**src/rtl/core/fbpa_pkg.sv**
```systemverilog
// Shared types and codes of the fixed block pool allocator.
`timescale 1ns / 1ps

package fbpa_pkg;

  // Action codes of an input transaction
  localparam logic [2:0] ACT_INIT       = 3'd0;
  localparam logic [2:0] ACT_GET_WAIT   = 3'd1;
  localparam logic [2:0] ACT_GET_NOWAIT = 3'd2;
  localparam logic [2:0] ACT_FREE       = 3'd3;
  localparam logic [2:0] ACT_INFO       = 3'd4;
  localparam logic [2:0] ACT_DESTROY    = 3'd5;

  // Result status codes
  localparam logic [2:0] ST_OK          = 3'd0;
  localparam logic [2:0] ST_UNAVAILABLE = 3'd1;
  localparam logic [2:0] ST_QUEUED      = 3'd2;
  localparam logic [2:0] ST_DELETED     = 3'd3;
  localparam logic [2:0] ST_INIT_REJECT = 3'd4;
  localparam logic [2:0] ST_OVERFLOW    = 3'd5;

  // Configuration register indexes
  localparam logic [1:0] REG_BASE_ADDRESS = 2'd0;
  localparam logic [1:0] REG_BLOCK_SIZE   = 2'd1;
  localparam logic [1:0] REG_BLOCK_COUNT  = 2'd2;

  // Command kinds after classification by the front end
  localparam logic [2:0] KIND_INIT        = 3'd0;
  localparam logic [2:0] KIND_GET_WAIT    = 3'd1;
  localparam logic [2:0] KIND_GET_NOWAIT  = 3'd2;
  localparam logic [2:0] KIND_FREE        = 3'd3;
  localparam logic [2:0] KIND_INFO        = 3'd4;
  localparam logic [2:0] KIND_DESTROY     = 3'd5;
  localparam logic [2:0] KIND_INIT_REJECT = 3'd6;
  localparam logic [2:0] KIND_BAD         = 3'd7;

  // Depth of the command queue between front and back end
  localparam int CMDQ_DEPTH = 2;

  typedef struct packed {
    logic [31:0] base_address;
    logic [15:0] block_size;
    logic [6:0]  block_count;
  } cfg_t;

  typedef struct packed {
    logic [2:0]  kind;
    logic [7:0]  requester;
    logic [31:0] block_address;
  } cmd_t;

endpackage

```
**src/rtl/core/fixed_block_pool_allocator_core.sv**
```systemverilog
// Top level of the fixed block pool allocator.
`timescale 1ns / 1ps

// Fixed block pool allocator. Start a transaction by raising start while busy is
// low; the front end classifies it into a two-entry command queue and the back
// end executes commands one at a time. Results appear at most one per cycle,
// each for a single cycle marked by done, and cannot be stalled; last flags the
// final result of a transaction. Info, queued or refused gets, frees into the
// free list and destroy with no waiters are finished in S_IDLE; a get that takes
// a block and a free handed to a waiter finish in S_GRANT or S_WAKE, after the
// registered read of the free list or waiter memory. Init writes min(block_count,
// POOL_DEPTH) free list entries in S_FILL, one per cycle; destroy with waiters
// reads one waiter per cycle in S_DRAIN and releases each one the cycle after it
// is read. Results are registered onto done in the cycle after the back end
// produces them. No clearing pass runs after reset.
// Configuration writes (cfg_valid, cfg_ready, always ready) are legal only
// while the block is idle.

module fixed_block_pool_allocator_core import fbpa_pkg::*; #(
  parameter int POOL_DEPTH      = 64,
  parameter int WAITER_DEPTH    = 16,
  parameter int MIN_BLOCK_BYTES = 8,
  localparam int FC = $clog2(POOL_DEPTH + 1),
  localparam int WC = $clog2(WAITER_DEPTH + 1)
) (
  input  logic          clk,
  input  logic          rst,
  input  logic          start,
  output logic          busy,
  input  logic [2:0]    action,
  input  logic [7:0]    requester,
  input  logic [31:0]   block_address,
  input  logic          cfg_valid,
  output logic          cfg_ready,
  input  logic [1:0]    cfg_index,
  input  logic [31:0]   cfg_data,
  output logic          done,
  output logic [2:0]    status,
  output logic [7:0]    target,
  output logic [31:0]   granted_address,
  output logic          woke_waiter,
  output logic [FC-1:0] free_count,
  output logic [WC-1:0] waiter_count,
  output logic          last
);

  cfg_t cfg;
  cmd_t front_cmd;
  cmd_t head_cmd;
  logic front_push;
  logic queue_full;
  logic head_valid;
  logic back_pop;

  // Configuration registers
  assign cfg_ready = 1'b1;

  always_ff @(posedge clk) begin
    if (rst) begin
      cfg.base_address <= '0;
      cfg.block_size   <= 16'd8;
      cfg.block_count  <= '0;
    end else if (cfg_valid && cfg_ready) begin
      case (cfg_index)
        REG_BASE_ADDRESS: cfg.base_address <= cfg_data;
        REG_BLOCK_SIZE:   cfg.block_size   <= cfg_data[15:0];
        REG_BLOCK_COUNT:  cfg.block_count  <= cfg_data[6:0];
        default:          cfg <= cfg;
      endcase
    end
  end

  fbpa_front #(
    .MIN_BLOCK_BYTES (MIN_BLOCK_BYTES)
  ) u_front (
    .start         (start),
    .busy          (busy),
    .action        (action),
    .requester     (requester),
    .block_address (block_address),
    .block_size    (cfg.block_size),
    .queue_full    (queue_full),
    .push          (front_push),
    .cmd           (front_cmd)
  );

  fbpa_cmd_queue u_queue (
    .clk        (clk),
    .rst        (rst),
    .push       (front_push),
    .push_cmd   (front_cmd),
    .full       (queue_full),
    .pop        (back_pop),
    .head_valid (head_valid),
    .head_cmd   (head_cmd)
  );

  fbpa_back #(
    .POOL_DEPTH   (POOL_DEPTH),
    .WAITER_DEPTH (WAITER_DEPTH)
  ) u_back (
    .clk             (clk),
    .rst             (rst),
    .cfg             (cfg),
    .cmd_valid       (head_valid),
    .cmd             (head_cmd),
    .pop             (back_pop),
    .done            (done),
    .status          (status),
    .target          (target),
    .granted_address (granted_address),
    .woke_waiter     (woke_waiter),
    .free_count      (free_count),
    .waiter_count    (waiter_count),
    .last            (last)
  );

endmodule

```
**src/rtl/core/fbpa_front.sv**
```systemverilog
// Front end: accepts input transactions and classifies them into commands.
`timescale 1ns / 1ps

module fbpa_front import fbpa_pkg::*; #(
  parameter int MIN_BLOCK_BYTES = 8
) (
  input  logic        start,
  output logic        busy,
  input  logic [2:0]  action,
  input  logic [7:0]  requester,
  input  logic [31:0] block_address,
  input  logic [15:0] block_size,
  input  logic        queue_full,
  output logic        push,
  output cmd_t        cmd
);

  logic size_ok;

  assign busy = queue_full;
  assign push = start && !queue_full;

  // Init is checked against the block size here; config must only change while idle, the block does not enforce it
  assign size_ok = (32'(block_size) >= 32'(MIN_BLOCK_BYTES));

  always_comb begin
    cmd.requester     = requester;
    cmd.block_address = block_address;
    case (action)
      ACT_INIT:       cmd.kind = size_ok ? KIND_INIT : KIND_INIT_REJECT;
      ACT_GET_WAIT:   cmd.kind = KIND_GET_WAIT;
      ACT_GET_NOWAIT: cmd.kind = KIND_GET_NOWAIT;
      ACT_FREE:       cmd.kind = KIND_FREE;
      ACT_INFO:       cmd.kind = KIND_INFO;
      ACT_DESTROY:    cmd.kind = KIND_DESTROY;
      default:        cmd.kind = KIND_BAD;
    endcase
  end

endmodule

```
**src/rtl/core/fbpa_cmd_queue.sv**
```systemverilog
// Two-entry command queue between the front end and the back end.
`timescale 1ns / 1ps

module fbpa_cmd_queue import fbpa_pkg::*; (
  input  logic clk,
  input  logic rst,
  input  logic push,
  input  cmd_t push_cmd,
  output logic full,
  input  logic pop,
  output logic head_valid,
  output cmd_t head_cmd
);

  localparam int PW = $clog2(CMDQ_DEPTH);
  localparam int CW = $clog2(CMDQ_DEPTH + 1);

  cmd_t          entries [CMDQ_DEPTH];
  logic [PW-1:0] wr_ptr;
  logic [PW-1:0] rd_ptr;
  logic [CW-1:0] count;

  assign full       = (count == CW'(CMDQ_DEPTH));
  assign head_valid = (count != '0);
  assign head_cmd   = entries[rd_ptr];

  // Payload storage
  always_ff @(posedge clk) begin
    if (push) begin
      entries[wr_ptr] <= push_cmd;
    end
  end

  // Pointers and fill count
  always_ff @(posedge clk) begin
    if (rst) begin
      wr_ptr <= '0;
      rd_ptr <= '0;
      count  <= '0;
    end else begin
      if (push) begin
        wr_ptr <= (wr_ptr == PW'(CMDQ_DEPTH - 1)) ? '0 : wr_ptr + PW'(1);
      end
      if (pop) begin
        rd_ptr <= (rd_ptr == PW'(CMDQ_DEPTH - 1)) ? '0 : rd_ptr + PW'(1);
      end
      case ({push, pop})
        2'b10:   count <= count + CW'(1);
        2'b01:   count <= count - CW'(1);
        default: count <= count;
      endcase
    end
  end

endmodule

```
**src/rtl/core/fbpa_back.sv**
```systemverilog
// Back end: free list and waiter FIFOs, command sequencer and result register.
`timescale 1ns / 1ps

module fbpa_back import fbpa_pkg::*; #(
  parameter int POOL_DEPTH   = 64,
  parameter int WAITER_DEPTH = 16,
  localparam int FC = $clog2(POOL_DEPTH + 1),
  localparam int WC = $clog2(WAITER_DEPTH + 1)
) (
  input  logic          clk,
  input  logic          rst,
  input  cfg_t          cfg,
  input  logic          cmd_valid,
  input  cmd_t          cmd,
  output logic          pop,
  output logic          done,
  output logic [2:0]    status,
  output logic [7:0]    target,
  output logic [31:0]   granted_address,
  output logic          woke_waiter,
  output logic [FC-1:0] free_count,
  output logic [WC-1:0] waiter_count,
  output logic          last
);

  localparam int FI  = (POOL_DEPTH > 1) ? $clog2(POOL_DEPTH) : 1;
  localparam int WI  = (WAITER_DEPTH > 1) ? $clog2(WAITER_DEPTH) : 1;
  localparam int FSW = FC + 1;
  localparam int WSW = WC + 1;

  localparam logic [2:0] S_IDLE  = 3'd0;
  localparam logic [2:0] S_GRANT = 3'd1;
  localparam logic [2:0] S_WAKE  = 3'd2;
  localparam logic [2:0] S_FILL  = 3'd3;
  localparam logic [2:0] S_DRAIN = 3'd4;

  // Stores
  logic [31:0] fl_mem [POOL_DEPTH];
  logic [7:0]  wq_mem [WAITER_DEPTH];

  // Sequencer state
  logic [2:0]    state, state_next;
  logic [FI-1:0] free_head, free_head_next;
  logic [FC-1:0] free_fill, free_fill_next;
  logic [WI-1:0] waiter_head, waiter_head_next;
  logic [WC-1:0] waiter_fill, waiter_fill_next;
  logic [7:0]    req_hold, req_hold_next;
  logic [31:0]   addr_hold, addr_hold_next;
  logic [2:0]    init_status, init_status_next;
  logic [FI-1:0] fill_idx, fill_idx_next;
  logic [FC-1:0] fill_left, fill_left_next;
  logic [FC-1:0] fill_total, fill_total_next;
  logic [WI-1:0] drain_ptr, drain_ptr_next;
  logic [WC-1:0] issue_left, issue_left_next;
  logic          pend, pend_next;

  // Memory ports
  logic          fl_we, fl_re;
  logic [FI-1:0] fl_waddr;
  logic [31:0]   fl_wdata, fl_rdata;
  logic          wq_we, wq_re;
  logic [WI-1:0] wq_waddr, wq_raddr;
  logic [7:0]    wq_rdata;

  // Result being produced this cycle
  logic        emit;
  logic [2:0]  emit_status;
  logic [7:0]  emit_target;
  logic [31:0] emit_addr;
  logic        emit_woke;
  logic        emit_last;

  // Derived values
  logic [FSW-1:0] free_tail_sum;
  logic [FI-1:0]  free_tail;
  logic [WSW-1:0] waiter_tail_sum;
  logic [WI-1:0]  waiter_tail;
  logic [FI-1:0]  free_head_inc;
  logic [WI-1:0]  waiter_head_inc;
  logic [WI-1:0]  drain_ptr_inc;
  logic           count_over;
  logic [FC-1:0]  init_n;

  assign free_tail_sum = FSW'(free_head) + FSW'(free_fill);
  assign free_tail = (free_tail_sum >= FSW'(POOL_DEPTH)) ?
                     FI'(free_tail_sum - FSW'(POOL_DEPTH)) : FI'(free_tail_sum);
  assign waiter_tail_sum = WSW'(waiter_head) + WSW'(waiter_fill);
  assign waiter_tail = (waiter_tail_sum >= WSW'(WAITER_DEPTH)) ?
                       WI'(waiter_tail_sum - WSW'(WAITER_DEPTH)) : WI'(waiter_tail_sum);
  assign free_head_inc = (free_head == FI'(POOL_DEPTH - 1)) ? '0 : free_head + FI'(1);
  assign waiter_head_inc = (waiter_head == WI'(WAITER_DEPTH - 1)) ?
                           '0 : waiter_head + WI'(1);
  assign drain_ptr_inc = (drain_ptr == WI'(WAITER_DEPTH - 1)) ? '0 : drain_ptr + WI'(1);
  assign count_over = (32'(cfg.block_count) > 32'(POOL_DEPTH));
  assign init_n = count_over ? FC'(POOL_DEPTH) : FC'(cfg.block_count);

  // Command sequencer
  always_comb begin
    state_next       = state;
    free_head_next   = free_head;
    free_fill_next   = free_fill;
    waiter_head_next = waiter_head;
    waiter_fill_next = waiter_fill;
    req_hold_next    = req_hold;
    addr_hold_next   = addr_hold;
    init_status_next = init_status;
    fill_idx_next    = fill_idx;
    fill_left_next   = fill_left;
    fill_total_next  = fill_total;
    drain_ptr_next   = drain_ptr;
    issue_left_next  = issue_left;
    pend_next        = pend;
    pop         = 1'b0;
    fl_we       = 1'b0;
    fl_re       = 1'b0;
    fl_waddr    = free_tail;
    fl_wdata    = cmd.block_address;
    wq_we       = 1'b0;
    wq_re       = 1'b0;
    wq_waddr    = waiter_tail;
    wq_raddr    = waiter_head;
    emit        = 1'b0;
    emit_status = ST_OK;
    emit_target = cmd.requester;
    emit_addr   = '0;
    emit_woke   = 1'b0;
    emit_last   = 1'b1;

    case (state)
      S_IDLE: begin
        if (cmd_valid) begin
          pop = 1'b1;
          case (cmd.kind)
            KIND_INIT: begin
              waiter_head_next = '0;
              waiter_fill_next = '0;
              free_head_next   = '0;
              free_fill_next   = '0;
              init_status_next = count_over ? ST_OVERFLOW : ST_OK;
              addr_hold_next   = cfg.base_address;
              fill_idx_next    = '0;
              fill_left_next   = init_n;
              fill_total_next  = init_n;
              req_hold_next    = cmd.requester;
              if (init_n == '0) begin
                emit        = 1'b1;
                emit_status = count_over ? ST_OVERFLOW : ST_OK;
              end else begin
                state_next = S_FILL;
              end
            end
            KIND_GET_WAIT, KIND_GET_NOWAIT: begin
              if (free_fill != '0) begin
                fl_re          = 1'b1;
                free_head_next = free_head_inc;
                free_fill_next = free_fill - FC'(1);
                req_hold_next  = cmd.requester;
                state_next     = S_GRANT;
              end else if (cmd.kind == KIND_GET_WAIT &&
                           waiter_fill < WC'(WAITER_DEPTH)) begin
                wq_we            = 1'b1;
                waiter_fill_next = waiter_fill + WC'(1);
                emit             = 1'b1;
                emit_status      = ST_QUEUED;
              end else begin
                emit        = 1'b1;
                emit_status = (cmd.kind == KIND_GET_WAIT) ? ST_OVERFLOW : ST_UNAVAILABLE;
              end
            end
            KIND_FREE: begin
              if (waiter_fill != '0) begin
                // hand the block straight to the oldest waiter
                wq_re            = 1'b1;
                waiter_head_next = waiter_head_inc;
                waiter_fill_next = waiter_fill - WC'(1);
                addr_hold_next   = cmd.block_address;
                state_next       = S_WAKE;
              end else if (free_fill != FC'(POOL_DEPTH)) begin
                fl_we          = 1'b1;
                free_fill_next = free_fill + FC'(1);
                emit           = 1'b1;
              end else begin
                emit        = 1'b1;
                emit_status = ST_OVERFLOW;
              end
            end
            KIND_INFO: begin
              emit = 1'b1;
            end
            KIND_DESTROY: begin
              if (waiter_fill == '0) begin
                emit = 1'b1;
              end else begin
                drain_ptr_next   = waiter_head;
                issue_left_next  = waiter_fill;
                pend_next        = 1'b0;
                waiter_head_next = '0;
                waiter_fill_next = '0;
                state_next       = S_DRAIN;
              end
            end
            KIND_INIT_REJECT: begin
              emit        = 1'b1;
              emit_status = ST_INIT_REJECT;
            end
            default: begin
              emit        = 1'b1;
              emit_status = ST_UNAVAILABLE;
            end
          endcase
        end
      end

      S_GRANT: begin
        emit        = 1'b1;
        emit_target = req_hold;
        emit_addr   = fl_rdata;
        state_next  = S_IDLE;
      end

      S_WAKE: begin
        emit        = 1'b1;
        emit_target = wq_rdata;
        emit_addr   = addr_hold;
        emit_woke   = 1'b1;
        state_next  = S_IDLE;
      end

      // One free list entry per cycle: base + i * block_size
      S_FILL: begin
        fl_we          = 1'b1;
        fl_waddr       = fill_idx;
        fl_wdata       = addr_hold;
        addr_hold_next = addr_hold + 32'(cfg.block_size);
        fill_idx_next  = fill_idx + FI'(1);
        fill_left_next = fill_left - FC'(1);
        if (fill_left == FC'(1)) begin
          free_fill_next = fill_total;
          emit           = 1'b1;
          emit_status    = init_status;
          emit_target    = req_hold;
          state_next     = S_IDLE;
        end
      end

      // Read one waiter per cycle, release the one read the cycle before
      S_DRAIN: begin
        wq_raddr = drain_ptr;
        if (issue_left != '0) begin
          wq_re           = 1'b1;
          drain_ptr_next  = drain_ptr_inc;
          issue_left_next = issue_left - WC'(1);
        end
        pend_next = (issue_left != '0);
        if (pend) begin
          emit        = 1'b1;
          emit_status = ST_DELETED;
          emit_target = wq_rdata;
          emit_woke   = 1'b1;
          emit_last   = (issue_left == '0);
          if (issue_left == '0) begin
            state_next = S_IDLE;
          end
        end
      end

      default: begin
        state_next = S_IDLE;
      end
    endcase
  end

  // Free list memory
  always_ff @(posedge clk) begin
    if (fl_we) begin
      fl_mem[fl_waddr] <= fl_wdata;
    end
    if (fl_re) begin
      fl_rdata <= fl_mem[free_head];
    end
  end

  // Waiter queue memory
  always_ff @(posedge clk) begin
    if (wq_we) begin
      wq_mem[wq_waddr] <= cmd.requester;
    end
    if (wq_re) begin
      wq_rdata <= wq_mem[wq_raddr];
    end
  end

  // Control registers
  always_ff @(posedge clk) begin
    if (rst) begin
      state       <= S_IDLE;
      free_head   <= '0;
      free_fill   <= '0;
      waiter_head <= '0;
      waiter_fill <= '0;
      pend        <= 1'b0;
      issue_left  <= '0;
      fill_left   <= '0;
      done        <= 1'b0;
    end else begin
      state       <= state_next;
      free_head   <= free_head_next;
      free_fill   <= free_fill_next;
      waiter_head <= waiter_head_next;
      waiter_fill <= waiter_fill_next;
      pend        <= pend_next;
      issue_left  <= issue_left_next;
      fill_left   <= fill_left_next;
      done        <= emit;
    end
  end

  // Working registers and result payload
  always_ff @(posedge clk) begin
    req_hold    <= req_hold_next;
    addr_hold   <= addr_hold_next;
    init_status <= init_status_next;
    fill_idx    <= fill_idx_next;
    fill_total  <= fill_total_next;
    drain_ptr   <= drain_ptr_next;
    if (emit) begin
      status          <= emit_status;
      target          <= emit_target;
      granted_address <= emit_addr;
      woke_waiter     <= emit_woke;
      free_count      <= free_fill_next;
      waiter_count    <= waiter_fill_next;
      last            <= emit_last;
    end
  end

endmodule

```
**config.mk**
```make
export PLATFORM = sky130hd
export DESIGN_NAME = fixed_block_pool_allocator_core
export DESIGN_NICKNAME = d
export VERILOG_FILES = /design/src/rtl/core/fbpa_pkg.sv /design/src/rtl/core/fixed_block_pool_allocator_core.sv /design/src/rtl/core/fbpa_front.sv /design/src/rtl/core/fbpa_cmd_queue.sv /design/src/rtl/core/fbpa_back.sv
export SDC_FILE = /design/constraint.sdc
export NUM_CORES = 2
export LEC_CHECK = 0
export ABC_AREA = 1
export ABC_CLOCK_PERIOD_IN_PS = 4300
export BUFFER_PORTS_ARGS = -buffer_cell sky130_fd_sc_hd__buf_2
export CORE_AREA = 2 2 437 612
export CTS_CLUSTER_DIAMETER = 60
export DETAILED_ROUTE_END_ITERATION = 8
export DIE_AREA = 0 0 439 614
export PLACE_DENSITY = 0.56
export SLEW_MARGIN = 20
export SYNTH_ARGS = -nofsm -noshare
export SYNTH_HDL_FRONTEND = slang
export SYNTH_HIERARCHICAL = 1
export SYNTH_SLANG_ARGS = --single-unit
```
**constraint.sdc**
```tcl
create_clock -name clk -period 4.3 [get_ports clk]
set_input_delay 0.215 -clock clk [delete_from_list [all_inputs] [get_ports clk]]
set_output_delay 0.215 -clock clk [all_outputs]
set_load 0.005 [all_outputs]
```
After elaboration in Yosys (flattened, before gate mapping)
Memories as Yosys holds them, arrays and structs flattened. A register that Yosys moved wholly into a read port is not among the register bits.
Index checks and enable logic that the tools add are counted.
{"block": "totals", "regBits": 215, "ramBits": 2262, "word_cells": 255, "inputBits": 81, "mem_count": 3}
{"name": "u_back.fl_mem", "depth": 64, "width": 32, "rd": 1, "rd_ports_with_merged_regs": 1, "wr": 1, "line": "fbpa_back.sv:38", "source": "logic [31:0] fl_mem [POOL_DEPTH];"}
{"name": "u_back.wq_mem", "depth": 16, "width": 8, "rd": 1, "rd_ports_with_merged_regs": 1, "wr": 1, "line": "fbpa_back.sv:39", "source": "logic [7:0] wq_mem [WAITER_DEPTH];"}
{"name": "u_queue.entries", "depth": 2, "width": 43, "rd": 1, "rd_ports_with_merged_regs": 1, "wr": 1, "line": "fbpa_cmd_queue.sv:18", "source": "cmd_t entries [CMDQ_DEPTH];"}
{"block": "op_classes", "muxes": 124, "addsub": 19, "eq_ne": 42, "n_reduce_logical": 34, "order_cmp": 5}
{"operator": "$pmux 32 s2", "count": 3}
{"operator": "$mux 32", "count": 3}
{"operator": "$mux 7", "count": 8}
{"operator": "$mux 3", "count": 18}
{"operator": "$mux 5", "count": 10}
{"operator": "$mux 4", "count": 10}
{"operator": "$mux 1", "count": 39}
{"operator": "$mux 6", "count": 6}
{"operator": "$add 32x16->32", "count": 1}
{"operator": "$pmux 8 s4", "count": 1}
{"operator": "$pmux 7 s2", "count": 2}
{"operator": "$mux 8", "count": 3}
{"operator": "$pmux 6 s2", "count": 2}
{"operator": "$pmux 7 s3", "count": 1}
{"operator": "$pmux 5 s4", "count": 1}
{"operator": "$eq 3x2->1 const B", "count": 6}
{"operator": "$eq 3x3->1 const B", "count": 6}
{"operator": "$pmux 3 s3", "count": 2}
{"operator": "$pmux 3 s6", "count": 1}
{"operator": "$ge 16x4->1 const B", "count": 1}
{"operator": "$pmux 8 s2", "count": 1}
{"operator": "$pmux 3 s5", "count": 1}
{"operator": "$sub 7x1->7 const B", "count": 2}
{"operator": "$add 6x1->6 const B", "count": 2}
{"operator": "other kinds (51)", "count": 94}

Depth between registers and ports, before layout
{"block": "depth", "depth_word": 9, "depth_mapped": 16}

Cells and area by module
The synthesis kept the hierarchy.
{"mod": "fbpa_back", "cells_per_inst": 8468, "seq_area_each_um2": 70777.9, "area_per_inst_um2": 98934.9, "n_inst": 1}
{"mod": "fbpa_cmd_queue", "cells_per_inst": 167, "seq_area_each_um2": 2682.6, "area_per_inst_um2": 3533.4, "n_inst": 1}
{"mod": "fixed_block_pool_allocator_core", "cells_per_inst": 358, "seq_area_each_um2": 1101.1, "area_per_inst_um2": 2358.5, "n_inst": 1}
{"mod": "fbpa_front", "cells_per_inst": 64, "seq_area_each_um2": 0.0, "area_per_inst_um2": 396.6, "n_inst": 1}

Least setup slack after synthesis
OpenSTA, ideal clock, no wires.
{"block": "synth_timing", "path_kind": "register -> register", "from": "register u_back.state[2]", "to": "memory u_back.fl_mem[0][10] (data pin)", "stages_incl_launch_ff": 7, "synth_period_minus_slack_ps": 4192, "slack_ps": 108, "arrival_ps": 3490, "required_time_ps": 3598, "path_buffers": 3, "cell_sequence": "dfxtp_1 -> inv_2 -> nand3_2 -> buf_4 -> buf_6 -> clkbuf_1 -> o21ai_0"}
{"block": "synth_via", "elab_chain_cells": 2}
{"item": "start, declared", "line": "fbpa_back.sv:42", "source": "logic [2:0] state, state_next;"}
{"item": "start signal, assigned", "line": "fbpa_back.sv:306", "source": "state <= state_next;"}
{"item": "$eq 3x2->1", "line": "fbpa_back.sv:129", "source": "case (state)"}
{"item": "$mux 32", "line": "fbpa_back.sv:129"}
{"item": "named net u_back.fl_wdata[10]", "line": "fbpa_back.sv:60", "source": "logic [31:0] fl_wdata, fl_rdata;"}
{"item": "end, declared", "line": "fbpa_back.sv:38"}
The timed path passes the listed nets, and every way through them passes these cells.

Final worst setup path
{"block": "layout_timing", "from": "register u_back.waiter_fill[0]", "to": "memory u_back.fl_mem[7][24] (enable)"}
{"block": "layout_via", "elab_chain_cells": 7}
{"item": "start, declared", "line": "fbpa_back.sv:46", "source": "logic [WC-1:0] waiter_fill, waiter_fill_next;"}
{"item": "start signal, assigned", "line": "fbpa_back.sv:310", "source": "waiter_fill <= waiter_fill_next;"}
{"item": "$reduce_bool 5->1", "line": "fbpa_back.sv:171", "source": "if (waiter_fill != '0) begin"}
{"item": "$mux 1", "line": "fbpa_back.sv:171"}
{"item": "$mux 1", "line": "fbpa_back.sv:133", "source": "case (cmd.kind)"}
{"item": "$mux 1", "line": "fbpa_back.sv:131", "source": "if (cmd_valid) begin"}
{"item": "$pmux 1 s2", "line": "fbpa_back.sv:129"}
{"item": "$mux 1", "line": "fbpa_back.sv:275", "source": "if (fl_we) begin"}
{"item": "$mux 1 (implied by the code)", "line": "fbpa_back.sv:276", "source": "fl_mem[fl_waddr] <= fl_wdata;"}
Every way passes these cells.

==> flow_summary_export.csv <==
group,metric,value,unit
critical_path,reg2reg_from,"u_back/waiter_fill[0]",
logic_synthesis,syn_nets,9181,
sta,fmax,257.0,MHz
critical_path,crit_path_end,"u_back/fl_mem[7][24]",
global_routing,grt_start_max_net_pins,188,
clock_network,cts.clk_slew.worst_paths,60,ps
power,power.density,592.8,mW/mm²
routing,met1_length,126.2,mm
global_routing,grt_pass1_wl,465.4,mm
floorplanning,io-pin-count,141,
sta,tightest_slew,1168,ps
clock_network,clk_path_buf_depth,4,
critical_path,r2r-end,"u_back/fl_mem[7][24]",
logic_synthesis,synth_edf_count,2417,
logic_synthesis,syn-cell-area,0.1052,mm²
clock_network,clkLatencyLatePin,910,ps
min_path,hold_class,"in -> reg",
clock_network,ctsHoldBuffers,105,
critical_path,crit_cells,13,
routing,routedWlPerCell,25.21,µm
cells_and_area,n_fill_cell,23960,
sta,hold_viol,0,
global_routing,grt_overflow,0,
critical_path,cp_max_fo,32,
sta,setup_viol,0,
sta,finalCritPeriodShare,0.9048,
routing,drc,0,
flow_run,cap_violations,0,
critical_path,critPathLaunch,"u_back/waiter_fill[0]",
cells_and_area,drive_gt1_frac,0.09684,
routing,detail_route.first_pass.iterations,8,
cells_and_area,multi_input_area,0.02688,mm²
logic_synthesis,ys_warn_count,6,
critical_path,cp_top_family,"simple AND/OR/NAND/NOR gates",
sta,fin_crit,3891,ps
critical_path,critPathMaxStageDelay,480,ps
clock_network,root_buffer,"clkbuf_16",
logic_synthesis,ys_seq_area_frac,0.7086,
logic_synthesis,synth_cell_types,51,
global_routing,grt_pass1_vias,67000,
cells_and_area,syn_to_final_growth,13.28,%
floorplanning,die-area,0.2695,mm²
sta,relSlewSlack,0.2133,
cells_and_area,final_util,0.4501,
routing,vias,70520,
critical_path,crit_chain,"inv_1, ha_1, inv_1, nor2_1, nand2_1, nor2_2, o21ai_1, o21ai_1, inv_1, nor2_4, nand2_2, nor2_4, buf_4",
critical_path,cp-end-kind,"flop",
critical_path,cp-start-kind,"flop",
routing,met2_length,161.7,mm
cells_and_area,fin_nets,9320,
power,p_leak,41.86,nW
routing,via_per_inst,5.470,
clock_network,cts_buffers,236,
clock_network,post-cts-setup-buffers,0,
routing,drt_iter0_drc,7720,
critical_path,worst_path_most_repeated_cell,"inv_1",
clock_network,cts_resized,0,
place,gp_congestion,0.9190,
logic_synthesis,async_flop_share,0,
clock_network,htreeDepth,4,
routing,ant_nets,0,
power,vdd_drop_max,0.4849,mV
place,dp_hpwl,201.4,mm
global_routing,antenna_found_initial,14,
critical_path,critPathBufInv,4,
floorplanning,fp.dieH,614,µm
sta,rsz0062_at_grt,"no",
logic_synthesis,ys_ff_latch,2516,
global_routing,track_usage,0.2349,
critical_path,crit_required,4790,ps
clock_network,cts_tree,"yes",
cells_and_area,register_area,0.07458,mm²
sta,fin_tns_setup,0,ps
critical_path,crit_type,"reg -> reg",
routing,wl_met3,19.88,mm
floorplanning,rows,224,
sta,drv_slew,0,
floorplanning,initial_core_util,0.3973,
critical_path,r2r_slack,410,ps
place,numPortBuffers,139,
logic_synthesis,synth_cells,9057,
critical_path,rr_worst_depth,13,
floorplanning,core-area,0.2649,mm²
clock_network,clock_sinks,2516,
logic_synthesis,syn_avg_cell_area,11.62,µm²
critical_path,worstPathArrival,4380,ps
routing,drt-total-wl,325.0,mm
sta,finClkSkew,63.97,ps
routing,top_layer_used,"met4",
critical_path,critical_path.slowest_cell,"o21ai_1",
logic_synthesis,ys.flop_type,"edfxtp_1",
run_status,status,"completed",
floorplanning,die_x,439,µm
-- flip-flops by register name (all words and copies together) (netlist names), 7 cells and up, named ones only --
signal,count
u_back/fl_mem,2048
u_back/free_count,7
u_queue/entries,86
u_back/wq_rdata,8
u_back/addr_hold,32
u_back/target,8
u_back/wq_mem,128
u_back/free_fill,7
u_back/granted_address,32
cfg,55
u_back/fl_rdata,32
u_back/fill_total,7
u_back/fill_left,7
u_back/req_hold,8
-- kinds of logic after synthesis --
kind of cell,synth area share
and+or+nand+nor,0.1734
DFF,0.7086
AOI/OAI and AO/OA,0.06066
buffers and inverters,0.04427
adders and majority gates,0.005327
muxes,0.006029
xor gates and xnor gates,0.001665
other,0.00003564
-- per-stage QoR --
step | area [µm²] | power (W) | cells | hold WS, ps | worst slack, ps
2_1_floorplan | 105200 | 0.04200 | 9057 | 287.4 | 108.0
6_report | 119200 | 0.07066 | 12890 | 56.30 | 409.5
5_1_grt | 119200 | 0.07321 | 12890 | 33.34 | 267.9
4_1_cts | 119200 | 0.07097 | 12890 | 0.8382 | 400.4
3_3_place_gp | 110600 | 0.05008 | 12360 | 401.7 | 402.6
3_5_place_dp | 110600 | 0.05030 | 12360 | 406.3 | 431.4
-- cell usage after synthesis (all sizes together) (18+ instances only) --
cell type	number	area (µm²)
o21ai	663	3329
nand2	1919	7231
a21oi	159	795.8
inv	369	1390
nand3	1310	6576
ha	40	500.5
buf	368	2479
clkbuf	208	782.0
mux2	43	634.4
nor3	18	90.09
edfxtp	2417	72580
nand4	22	137.6
nor2	1081	4120
o211ai	268	2012
dfxtp	99	1982
-- cells in the final DEF (no fill, tap or decap), types with 40 or more instances in the layout --
cell / count
dfxtp_1: 93
o211ai_1: 268
nand3_1: 1306
dlygate4sd3_1: 105
inv_1: 350
nor2_4: 72
nand2_1: 1906
edfxtp_1: 2417
clkbuf_16: 241
clkinv_1: 55
ha_1: 40
o21ai_0: 599
a21oi_1: 143
clkinv_2: 41
o21ai_1: 45
buf_2: 139
buf_4: 161
nor2_1: 1002
clkbuf_1: 42
mux2_4: 40
buf_12: 71
-- cell type report --
type                    instances  area share
flip-flops and latches       2516      0.6257
multi-input cells            5594      0.2255
clock buffers                 284     0.05203
repair buffers                477     0.03695
well taps                    3503     0.03677
inverters                     371     0.01209
clock inverters               145     0.01096
diodes                          2  0.00004199
-- metal layers --
layer,GRT usage,up-vias
li1,-,32160
met1,0.2957,35190
met2,0.4013,2588
met3,0.02736,577
met4,0.1152,0
met5,0,-
-- power breakdown --
part           switching (W)  internal, W  total [W]
Clock                0.00918       0.0116     0.0207
Combinational         0.0145      0.00443     0.0189
Sequential          0.000462       0.0305     0.0310
-- how the worst min path moves through the flow --
stage	startpoint	to	slack (ps)	cells after the start
final	requester[1]	u_queue/entries[1][33]	60	2
after global routing	requester[1]	u_queue/entries[0][33]	30	2
after CTS	requester[3]	u_queue/entries[0][35]	0.8	2
after detailed placement	block_address[17]	u_queue/entries[0][17]	410	1
after global placement	block_address[18]	u_queue/entries[0][18]	400	1
after floorplan	rst	flop	290	1
No activity file was read; power rests on OpenSTA's default activity.
